`config.mk`:
```
export PLATFORM = sky130hd
export DESIGN_NAME = dma_batch_flush_controller_top
export DESIGN_NICKNAME = d
export VERILOG_FILES = /design/src/rtl/dbfc_pkg.sv /design/src/rtl/dbfc_regs.sv /design/src/rtl/dbfc_core.sv /design/src/rtl/dma_batch_flush_controller_top.sv
export SDC_FILE = /design/constraint.sdc
export NUM_CORES = 1
export LEC_CHECK = 0
export BUFFER_PORTS_ARGS = -buffer_cell sky130_fd_sc_hd__clkbuf_2
export CAP_MARGIN = 10
export CORE_UTILIZATION = 35
export DETAILED_ROUTE_END_ITERATION = 8
export PLACE_DENSITY = 0.57
export SYNTH_ARGS = -nofsm -noshare
export SYNTH_HDL_FRONTEND = slang
export SYNTH_SLANG_ARGS = --single-unit
```
`constraint.sdc`:
```
create_clock -name clk_i -period 11.5 [get_ports clk_i]
set_input_delay 0.575 -clock clk_i [delete_from_list [all_inputs] [get_ports clk_i]]
set_output_delay 0.575 -clock clk_i [all_outputs]
set_load 0.005 [all_outputs]
```
`src/rtl/dbfc_pkg.sv`:
```
// Package: shared types, codes and default constants for the DMA batch flush controller.
package dbfc_pkg;

  // Default build constants
  localparam int MaxBatchDef      = 11;
  localparam int WordsPerFrameDef = 180;
  localparam int BytesPerFrameDef = 1440;
  localparam int StartupFramesDef = 100;

  // Field widths fixed by the interface
  localparam int CntW   = 4;
  localparam int AgeW   = 11;
  localparam int WordsW = 16;
  localparam int CdW    = 7;
  localparam int BytesW = 14;
  localparam int AddrW  = 5;
  localparam int DataW  = 32;

  localparam logic [AgeW-1:0] AgeMax = '1;

  // Item opcodes; the unused code behaves as a status poll
  typedef enum logic [1:0] {
    OP_POLL  = 2'd0,
    OP_FRAME = 2'd1,
    OP_TICK  = 2'd2
  } opcode_e;

  // Register indexes (word address)
  typedef enum logic [2:0] {
    REG_NORMAL_TARGET  = 3'd0,
    REG_PREFILL_TARGET = 3'd1,
    REG_PREFILL_LOW    = 3'd2,
    REG_PREFILL_HIGH   = 3'd3,
    REG_EMERG_LOW      = 3'd4,
    REG_EMERG_TARGET   = 3'd5,
    REG_AGE_LIMIT      = 3'd6,
    REG_EMERG_AGE      = 3'd7
  } reg_idx_e;

  // Register reset values
  localparam logic [CntW-1:0]   NormalTargetRst  = 4'd2;
  localparam logic [CntW-1:0]   PrefillTargetRst = 4'd4;
  localparam logic [WordsW-1:0] PrefillLowRst    = 16'd540;
  localparam logic [WordsW-1:0] PrefillHighRst   = 16'd1440;
  localparam logic [WordsW-1:0] EmergLowRst      = 16'd360;
  localparam logic [CntW-1:0]   EmergTargetRst   = 4'd2;
  localparam logic [AgeW-1:0]   AgeLimitRst      = 11'd1500;
  localparam logic [AgeW-1:0]   EmergAgeRst      = 11'd500;

  // Configuration seen by the decision logic
  typedef struct packed {
    logic [CntW-1:0]   normal_target;
    logic [CntW-1:0]   prefill_target;
    logic [WordsW-1:0] prefill_low;
    logic [WordsW-1:0] prefill_high;
    logic [WordsW-1:0] emerg_low;
    logic [CntW-1:0]   emerg_target;
    logic [AgeW-1:0]   age_limit;
    logic [AgeW-1:0]   emerg_age;
  } cfg_t;

  // One input transaction
  typedef struct packed {
    logic [1:0]        opcode;
    logic [WordsW-1:0] free_words;
    logic [WordsW-1:0] occ_words;
    logic              underflow;
    logic              active;
  } item_t;

  // One result transaction
  typedef struct packed {
    logic              flush;
    logic [CntW-1:0]   frames;
    logic [BytesW-1:0] bytes;
    logic              waiting;
    logic              rejected;
    logic              ep_start;
    logic              sticky;
    logic              prefill;
  } res_t;

endpackage

```
`src/rtl/dbfc_regs.sv`:
```
// Configuration register file with APB-style access.
module dbfc_regs import dbfc_pkg::*; (
  input  logic             clk_i,
  input  logic             rst_ni,
  input  logic             psel,
  input  logic             penable,
  input  logic             pwrite,
  input  logic [AddrW-1:0] paddr,
  input  logic [DataW-1:0] pwdata,
  output logic [DataW-1:0] prdata,
  output logic             pready,
  output cfg_t             cfg_o
);

  cfg_t     cfg_q;
  logic     wr_en;
  reg_idx_e idx;

  assign pready = 1'b1;
  assign wr_en  = psel && penable && pwrite;
  assign idx    = reg_idx_e'(paddr[AddrW-1:2]);
  assign cfg_o  = cfg_q;

  // Register writes
  always_ff @(posedge clk_i or negedge rst_ni) begin
    if (!rst_ni) begin
      cfg_q.normal_target  <= NormalTargetRst;
      cfg_q.prefill_target <= PrefillTargetRst;
      cfg_q.prefill_low    <= PrefillLowRst;
      cfg_q.prefill_high   <= PrefillHighRst;
      cfg_q.emerg_low      <= EmergLowRst;
      cfg_q.emerg_target   <= EmergTargetRst;
      cfg_q.age_limit      <= AgeLimitRst;
      cfg_q.emerg_age      <= EmergAgeRst;
    end else if (wr_en) begin
      case (idx)
        REG_NORMAL_TARGET:  cfg_q.normal_target  <= pwdata[CntW-1:0];
        REG_PREFILL_TARGET: cfg_q.prefill_target <= pwdata[CntW-1:0];
        REG_PREFILL_LOW:    cfg_q.prefill_low    <= pwdata[WordsW-1:0];
        REG_PREFILL_HIGH:   cfg_q.prefill_high   <= pwdata[WordsW-1:0];
        REG_EMERG_LOW:      cfg_q.emerg_low      <= pwdata[WordsW-1:0];
        REG_EMERG_TARGET:   cfg_q.emerg_target   <= pwdata[CntW-1:0];
        REG_AGE_LIMIT:      cfg_q.age_limit      <= pwdata[AgeW-1:0];
        REG_EMERG_AGE:      cfg_q.emerg_age      <= pwdata[AgeW-1:0];
        default: ;
      endcase
    end
  end

  // Read-back mux
  always_comb begin
    case (idx)
      REG_NORMAL_TARGET:  prdata = DataW'(cfg_q.normal_target);
      REG_PREFILL_TARGET: prdata = DataW'(cfg_q.prefill_target);
      REG_PREFILL_LOW:    prdata = DataW'(cfg_q.prefill_low);
      REG_PREFILL_HIGH:   prdata = DataW'(cfg_q.prefill_high);
      REG_EMERG_LOW:      prdata = DataW'(cfg_q.emerg_low);
      REG_EMERG_TARGET:   prdata = DataW'(cfg_q.emerg_target);
      REG_AGE_LIMIT:      prdata = DataW'(cfg_q.age_limit);
      REG_EMERG_AGE:      prdata = DataW'(cfg_q.emerg_age);
      default:            prdata = '0;
    endcase
  end

endmodule

```
`src/rtl/dbfc_core.sv`:
```
// Batch state registers and the per-transaction flush decision.
module dbfc_core import dbfc_pkg::*; #(
  parameter int MAX_BATCH       = MaxBatchDef,
  parameter int WORDS_PER_FRAME = WordsPerFrameDef,
  parameter int BYTES_PER_FRAME = BytesPerFrameDef,
  parameter int STARTUP_FRAMES  = StartupFramesDef
) (
  input  logic  clk_i,
  input  logic  rst_ni,
  input  logic  step_i,
  input  item_t item_i,
  input  cfg_t  cfg_i,
  output res_t  res_o
);

  localparam int NeedBits  = $clog2(WORDS_PER_FRAME * MAX_BATCH + 1);
  localparam int SumW      = ((NeedBits > WordsW) ? NeedBits : WordsW) + 1;
  localparam int ByteBits  = $clog2(BYTES_PER_FRAME * MAX_BATCH + 1);
  localparam int ProdW     = (ByteBits > BytesW) ? ByteBits : BytesW;
  localparam logic [CntW-1:0] MaxCnt    = CntW'(MAX_BATCH);
  localparam logic [CdW-1:0]  StartupCd = CdW'(STARTUP_FRAMES);

  logic [CntW-1:0] pend_q, pend_d;
  logic [AgeW-1:0] age_q, age_d;
  logic [CdW-1:0]  cd_q, cd_d;
  logic            pf_q, pf_d;
  logic            ep_q, ep_d;
  logic            sticky_q, sticky_d;
  logic            prev_q;

  logic            rise, discard, reporting, due, emerg;
  logic [CntW-1:0] target;
  logic [AgeW-1:0] limit;
  logic [SumW-1:0] need;
  logic [ProdW-1:0] bytes_full;
  res_t            res;

  // Decision for the transaction in the input register
  always_comb begin
    rise       = item_i.active && !prev_q;
    discard    = rise || !item_i.active;
    res        = '0;
    target     = '0;
    limit      = '0;
    emerg      = 1'b0;
    due        = 1'b0;
    reporting  = 1'b0;
    need       = '0;
    bytes_full = '0;

    // stream edge handling
    cd_d     = rise ? StartupCd : cd_q;
    pend_d   = discard ? '0 : pend_q;
    age_d    = discard ? '0 : age_q;
    ep_d     = discard ? 1'b0 : ep_q;
    pf_d     = discard ? 1'b1 : pf_q;
    sticky_d = sticky_q;

    // event
    case (opcode_e'(item_i.opcode))
      OP_FRAME: begin
        if (pend_d >= MaxCnt) begin
          res.rejected = 1'b1;
        end else begin
          if (pend_d == '0) age_d = '0;
          if (cd_d != '0) cd_d = cd_d - 1'b1;
          pend_d = pend_d + 1'b1;
        end
      end
      OP_TICK: begin
        if (pend_d != '0 && age_d != AgeMax) age_d = age_d + 1'b1;
      end
      default: ;
    endcase

    // flush decision on a pending batch
    if (pend_d != '0) begin
      reporting = (cd_d == '0) && item_i.active;
      if (item_i.underflow) pf_d = 1'b1;
      if (!reporting || !item_i.underflow) begin
        ep_d = 1'b0;
      end else begin
        sticky_d = 1'b1;
        if (!ep_d) begin
          res.ep_start = 1'b1;
          ep_d         = 1'b1;
        end
      end

      // occupancy hysteresis
      if (item_i.occ_words < cfg_i.prefill_low) begin
        pf_d = 1'b1;
      end else if (item_i.occ_words >= cfg_i.prefill_high) begin
        pf_d = 1'b0;
      end
      target = pf_d ? cfg_i.prefill_target : cfg_i.normal_target;

      emerg = item_i.occ_words < cfg_i.emerg_low;
      if (emerg) begin
        if (target > cfg_i.emerg_target) target = cfg_i.emerg_target;
        limit = cfg_i.emerg_age;
      end else begin
        limit = cfg_i.age_limit;
      end

      due  = !(pend_d < target && age_d < limit && pend_d < MaxCnt);
      need = SumW'(pend_d) * SumW'(WORDS_PER_FRAME);
      if (due) begin
        if (SumW'(item_i.free_words) < need) begin
          res.waiting = 1'b1;
        end else begin
          bytes_full = ProdW'(pend_d) * ProdW'(BYTES_PER_FRAME);
          res.flush  = 1'b1;
          res.frames = pend_d;
          res.bytes  = bytes_full[BytesW-1:0];
          if (SumW'(item_i.occ_words) + need >= SumW'(cfg_i.prefill_high)) pf_d = 1'b0;
          pend_d = '0;
          age_d  = '0;
        end
      end
    end

    res.sticky  = sticky_d;
    res.prefill = pf_d;
  end

  assign res_o = res;

  // State update once per transaction
  always_ff @(posedge clk_i or negedge rst_ni) begin
    if (!rst_ni) begin
      pend_q   <= '0;
      age_q    <= '0;
      cd_q     <= '0;
      pf_q     <= 1'b1;
      ep_q     <= 1'b0;
      sticky_q <= 1'b0;
      prev_q   <= 1'b0;
    end else if (step_i) begin
      pend_q   <= pend_d;
      age_q    <= age_d;
      cd_q     <= cd_d;
      pf_q     <= pf_d;
      ep_q     <= ep_d;
      sticky_q <= sticky_d;
      prev_q   <= item_i.active;
    end
  end

  // Checks
  a_pend_bound: assert property (@(posedge clk_i) disable iff (!rst_ni)
    pend_q <= MaxCnt)
    else $error("pending count above batch maximum");

  a_flush_empties: assert property (@(posedge clk_i) disable iff (!rst_ni)
    step_i && res.flush |=> pend_q == '0 && age_q == '0)
    else $error("batch not emptied after flush");

  a_flush_xor_wait: assert property (@(posedge clk_i) disable iff (!rst_ni)
    !(res.flush && res.waiting))
    else $error("flush and waiting raised together");

  a_sticky_holds: assert property (@(posedge clk_i) disable iff (!rst_ni)
    !$fell(sticky_q))
    else $error("sticky underflow cleared");

  a_inactive_drop: assert property (@(posedge clk_i) disable iff (!rst_ni)
    step_i && !item_i.active |=> pend_q <= CntW'(1) && !ep_q)
    else $error("batch kept while stream inactive");

endmodule

```
`src/rtl/dma_batch_flush_controller_top.sv`:
```
// Path from input transaction accept to result valid: input register, then result register.
// Throughput: one transaction per cycle unless out_ready_i stalls; each yields exactly one result.
// The result register holds a stalled result while the next transaction waits in the input register.
// Reset (rst_ni low, asynchronous): both registers empty, batch state cleared, prefill mode set,
// configuration registers return to their reset values. No clearing pass is needed.
module dma_batch_flush_controller_top import dbfc_pkg::*; #(
  parameter int MAX_BATCH       = MaxBatchDef,
  parameter int WORDS_PER_FRAME = WordsPerFrameDef,
  parameter int BYTES_PER_FRAME = BytesPerFrameDef,
  parameter int STARTUP_FRAMES  = StartupFramesDef
) (
  input  logic              clk_i,
  input  logic              rst_ni,
  // APB-style configuration port
  input  logic              psel,
  input  logic              penable,
  input  logic              pwrite,
  input  logic [AddrW-1:0]  paddr,
  input  logic [DataW-1:0]  pwdata,
  output logic [DataW-1:0]  prdata,
  output logic              pready,
  // input channel
  input  logic              in_valid_i,
  output logic              in_ready_o,
  input  logic [1:0]        opcode_i,
  input  logic [WordsW-1:0] fifo_free_words_i,
  input  logic [WordsW-1:0] fifo_occupied_words_i,
  input  logic              fifo_underflow_i,
  input  logic              stream_active_i,
  // result channel
  output logic              out_valid_o,
  input  logic              out_ready_i,
  output logic              flush_o,
  output logic [CntW-1:0]   flush_frames_o,
  output logic [BytesW-1:0] flush_bytes_o,
  output logic              waiting_for_space_o,
  output logic              frame_rejected_o,
  output logic              underflow_episode_start_o,
  output logic              underflow_sticky_o,
  output logic              prefill_on_o
);

  cfg_t  cfg;
  item_t item_q;
  res_t  res, res_q;
  logic  in_vld_q, out_vld_q, adv, accept;

  dbfc_regs u_regs (
    .clk_i   (clk_i),
    .rst_ni  (rst_ni),
    .psel    (psel),
    .penable (penable),
    .pwrite  (pwrite),
    .paddr   (paddr),
    .pwdata  (pwdata),
    .prdata  (prdata),
    .pready  (pready),
    .cfg_o   (cfg)
  );

  // Advance when the result register is free or being drained
  assign adv        = in_vld_q && (!out_vld_q || out_ready_i);
  assign in_ready_o = !in_vld_q || adv;
  assign accept     = in_valid_i && in_ready_o;

  // Input register
  always_ff @(posedge clk_i or negedge rst_ni) begin
    if (!rst_ni) begin
      in_vld_q <= 1'b0;
    end else if (in_ready_o) begin
      in_vld_q <= in_valid_i;
    end
  end

  always_ff @(posedge clk_i) begin
    if (accept) begin
      item_q.opcode     <= opcode_i;
      item_q.free_words <= fifo_free_words_i;
      item_q.occ_words  <= fifo_occupied_words_i;
      item_q.underflow  <= fifo_underflow_i;
      item_q.active     <= stream_active_i;
    end
  end

  dbfc_core #(
    .MAX_BATCH       (MAX_BATCH),
    .WORDS_PER_FRAME (WORDS_PER_FRAME),
    .BYTES_PER_FRAME (BYTES_PER_FRAME),
    .STARTUP_FRAMES  (STARTUP_FRAMES)
  ) u_core (
    .clk_i  (clk_i),
    .rst_ni (rst_ni),
    .step_i (adv),
    .item_i (item_q),
    .cfg_i  (cfg),
    .res_o  (res)
  );

  // Result register
  always_ff @(posedge clk_i or negedge rst_ni) begin
    if (!rst_ni) begin
      out_vld_q <= 1'b0;
    end else if (adv) begin
      out_vld_q <= 1'b1;
    end else if (out_ready_i) begin
      out_vld_q <= 1'b0;
    end
  end

  always_ff @(posedge clk_i) begin
    if (adv) res_q <= res;
  end

  assign out_valid_o               = out_vld_q;
  assign flush_o                   = res_q.flush;
  assign flush_frames_o            = res_q.frames;
  assign flush_bytes_o             = res_q.bytes;
  assign waiting_for_space_o       = res_q.waiting;
  assign frame_rejected_o          = res_q.rejected;
  assign underflow_episode_start_o = res_q.ep_start;
  assign underflow_sticky_o        = res_q.sticky;
  assign prefill_on_o              = res_q.prefill;

  // Checks
  a_hold_result: assert property (@(posedge clk_i) disable iff (!rst_ni)
    out_vld_q && !out_ready_i |=> out_vld_q && $stable(res_q))
    else $error("stalled result changed");

  a_no_loss: assert property (@(posedge clk_i) disable iff (!rst_ni)
    in_vld_q && !adv |=> in_vld_q && $stable(item_q))
    else $error("waiting transaction lost");

  a_ready_when_empty: assert property (@(posedge clk_i) disable iff (!rst_ni)
    !in_vld_q |-> in_ready_o)
    else $error("empty input register not ready");

endmodule
```
==> results.sh <==
export IMPL_fillers=2957
export IMPL_setup_slack_ns=3.99
export IMPL_worstMarginPinSlew_ns=1.02
export IMPL_intPower_mw=1.22
export IMPL_die_x_microns=177
export IMPL_cts_setup_buffers=0
export IMPL_pwr_share_seq_pct=40.6
export IMPL_slew_headroom_pct=32.3
export IMPL_start_util_pct=35.8
export IMPL_rsz0062_at_grt="false"
export IMPL_synth_edff_count=51
export IMPL_postRouteAntennaNets=0
export IMPL_syn_inst=1079
export IMPL_grt_overflow_total=0
export IMPL_hold_buffers=0
export IMPL_synthToLayoutAreaGrowth_pct=12.9
export IMPL_critPathMaxStageDelay_ns=0.60
export IMPL_fp_dieArea_sq_um=31200
export IMPL_async_flop_share_pct=68.3
export IMPL_power_density_nw_per_um2=156
export IMPL_fp_coreArea_sq_um=29900
export IMPL_syn_area_sq_um=10700
export IMPL_worst_r2r_cell_count=28
export IMPL_outcome="completed"
export IMPL_worst_r2r_setup_slack_ns=3.99
export IMPL_cts_root_buf="clkbuf_16"
export IMPL_final_hold_viol_count=0
export IMPL_dp_slack_ns=4.03
export IMPL_cap_violations=0
export IMPL_pin_count=139
export IMPL_ir_drop_mv=0.106
export IMPL_setup_viol=0
export IMPL_htreeDepth=4
export IMPL_portBuffers=96
export IMPL_finalClockSkew_ns=0.0276
export IMPL_drc=0
export IMPL_finalSetupTns_ns=0
export IMPL_avgViaCountPerCell=5.28
export IMPL_syn_area_per_cell_sq_um=9.91
export IMPL_final_max_slew_viol_count=0
export IMPL_endpoint_kind="flip-flop"
export IMPL_clkTransAtPathRegs_ns=0.07
export IMPL_clock_path_buffers=2
export IMPL_gp_congestion=0.867
export IMPL_antenna_found_initial=0
export IMPL_cp_slowest_cell="and2_1"
export IMPL_grt_total_usage_pct=18.9
export IMPL_row_count=63
export IMPL_crit_top_cell="ha_1"
export IMPL_fin_util_pct=40.4
export IMPL_clock_latency_ns=0.45
export IMPL_netlist_top_cells_area="dfrtp_1, edfxtp_1, ha_1"
export IMPL_wirelength_mm=28.6
export IMPL_routedWlPerCell_microns=18.2
export IMPL_ys_warn_count=0
export IMPL_min_period_over_period_pct=65.3
export IMPL_synth_top_cell_area_share_pct=19.0
export IMPL_vias=8270
export IMPL_crit_arrival_ns=7.69
export IMPL_cts_num_sinks=161
export IMPL_synth_common_cells="nand2_1, ha_1, inv_1"
export IMPL_final_layout_size_suffix_gt1_share_pct=20.6
export IMPL_comb_power_share_pct=28.5
export IMPL_swShare_pct=35.1
export IMPL_power_switching_uw=660
export IMPL_power_frac_clock_pct=31.0
export IMPL_worstSetupStartpointType="flip-flop"
export IMPL_yosysSeqAreaShare_pct=40.4
export IMPL_p_leak_nw=5.47
export IMPL_max_freq_mhz=133
export IMPL_ys_flop_type="dfrtp_1"
export IMPL_die_h_microns=177
export IMPL_cts_tree="done"
export IMPL_grt_pass1_vias=7848
export IMPL_finalCriticalPeriod_ns=7.51
export IMPL_required_ns=11.67
export IMPL_finalNetCount=1366
export IMPL_r2r_start="item_q[0]"
export IMPL_critPathMaxFanout=15
export IMPL_synth_top_area_cell="dfrtp_1"
export IMPL_drt_iter0_drc=513
export IMPL_antenna_cells=0
export IMPL_yosysMostFrequentCell="nand2_1"
export IMPL_cts_resized_gates=0
export IMPL_grt_max_degree=59
export IMPL_grt_first_pass_wirelength_mm=44.8
export IMPL_power_mw=1.88
export IMPL_ys_types=76
export IMPL_hp_class="input pin to asynchronous set/reset pin"
export IMPL_cts_buffers=17
export IMPL_dp_hpwl_mm=21.1
export IMPL_yosys_register_bits=161
export IMPL_r2r_end="prefill_on_o"
export IMPL_path_class="flip-flop to flip-flop"
export IMPL_first_pass_iters=5
[power groups by stage]
stage	combinational, mW	clock (mW)	sequential (mW)
final	0.535	0.582	0.762
after global routing	0.598	0.614	0.774
after CTS	0.539	0.591	0.762
after detailed placement	0.535	0	0.773
after global placement	0.524	0	0.770
after floorplan	0.378	0	0.749
[stage by stage]
stage / hold WS, ns / instance area (sq um) / cells
after floorplan: 0.279 / 10800 / 1099
after global placement: 0.431 / 11500 / 1535
after detailed placement: 0.437 / 11500 / 1535
after CTS: 0.223 / 12100 / 1567
after global routing: 0.253 / 12100 / 1567
final: 0.183 / 12100 / 1567
[layout make-up]
cell class | instances | area (sq um) | share of cell area [%]
Tap cell | 390 | 488 | 4.04
Multi-Input combinational cell | 790 | 5790 | 47.9
Sequential cell | 161 | 4320 | 35.8
Inverter | 89 | 334 | 2.77
Timing Repair Buffer | 105 | 551 | 4.56
Clock inverter | 14 | 140 | 1.16
Clock buffer | 18 | 450 | 3.73
[per-layer routing]
metal  GRT usage (%)  vias to the layer above  share of wire (%)
met1            25.6                     3980                 46
met2            30.8                      232                 48
met3            2.56                       30                4.0
met5               0                        -                  0
met4            6.47                        0                2.2
li1                -                     4028                  -
[registers in the layout (all words and copies together), names as in the netlist, 4 cells and up]
register / flops
u_regs.cfg_o: 82
item_q: 34
u_core.age_q: 11
flush_bytes_o: 7
u_core.cd_q: 7
flush_frames_o: 4
u_core.pend_q: 4
[layout by cell type (no fill, tap or decap), types with 29 or more instances in the layout]
master / instances
mux2_2: 51
o21ai_0: 84
a21oi_1: 51
edfxtp_1: 51
dfstp_2: 29
dfrtp_1: 81
inv_1: 85
ha_1: 119
clkbuf_2: 95
nor2_1: 46
nand2_1: 127
[worst max-delay path: cells and delay by family (launching register included)]
kind / cells / cell delay [ns]
buffers and inverters: 2 / 0.27
xor gates and xnor gates: 2 / 0.38
DFF: 1 / 0.58
and+or+nand+nor: 8 / 1.63
adders and majority gates: 7 / 2.25
AOI/OAI and AO/OA: 9 / 2.14
[cell families after synthesis]
logic type,Yosys count,synth area share [%]
xor+xnor,20,1.64
flops,161,40.4
fa+ha+maj,122,14.5
simple gates,285,12.6
buf+inv,148,6.25
compound gates,259,15.6
other cells,2,0.0703
mux,82,8.98
[worst max path at each step]
stage / startpoint / depth (start not counted) / end / slack, ns
6_report: item_q[0] / 28 / prefill_on_o / 3.99
2_1_floorplan: item_q[0] / 31 / prefill_on_o / 5.30
5_1_grt: item_q[0] / 28 / prefill_on_o / 3.45
3_3_place_gp: item_q[0] / 28 / prefill_on_o / 4.17
3_5_place_dp: item_q[0] / 28 / prefill_on_o / 4.03
4_1_cts: item_q[0] / 28 / prefill_on_o / 3.98
(Power assumes the default switching activity.)
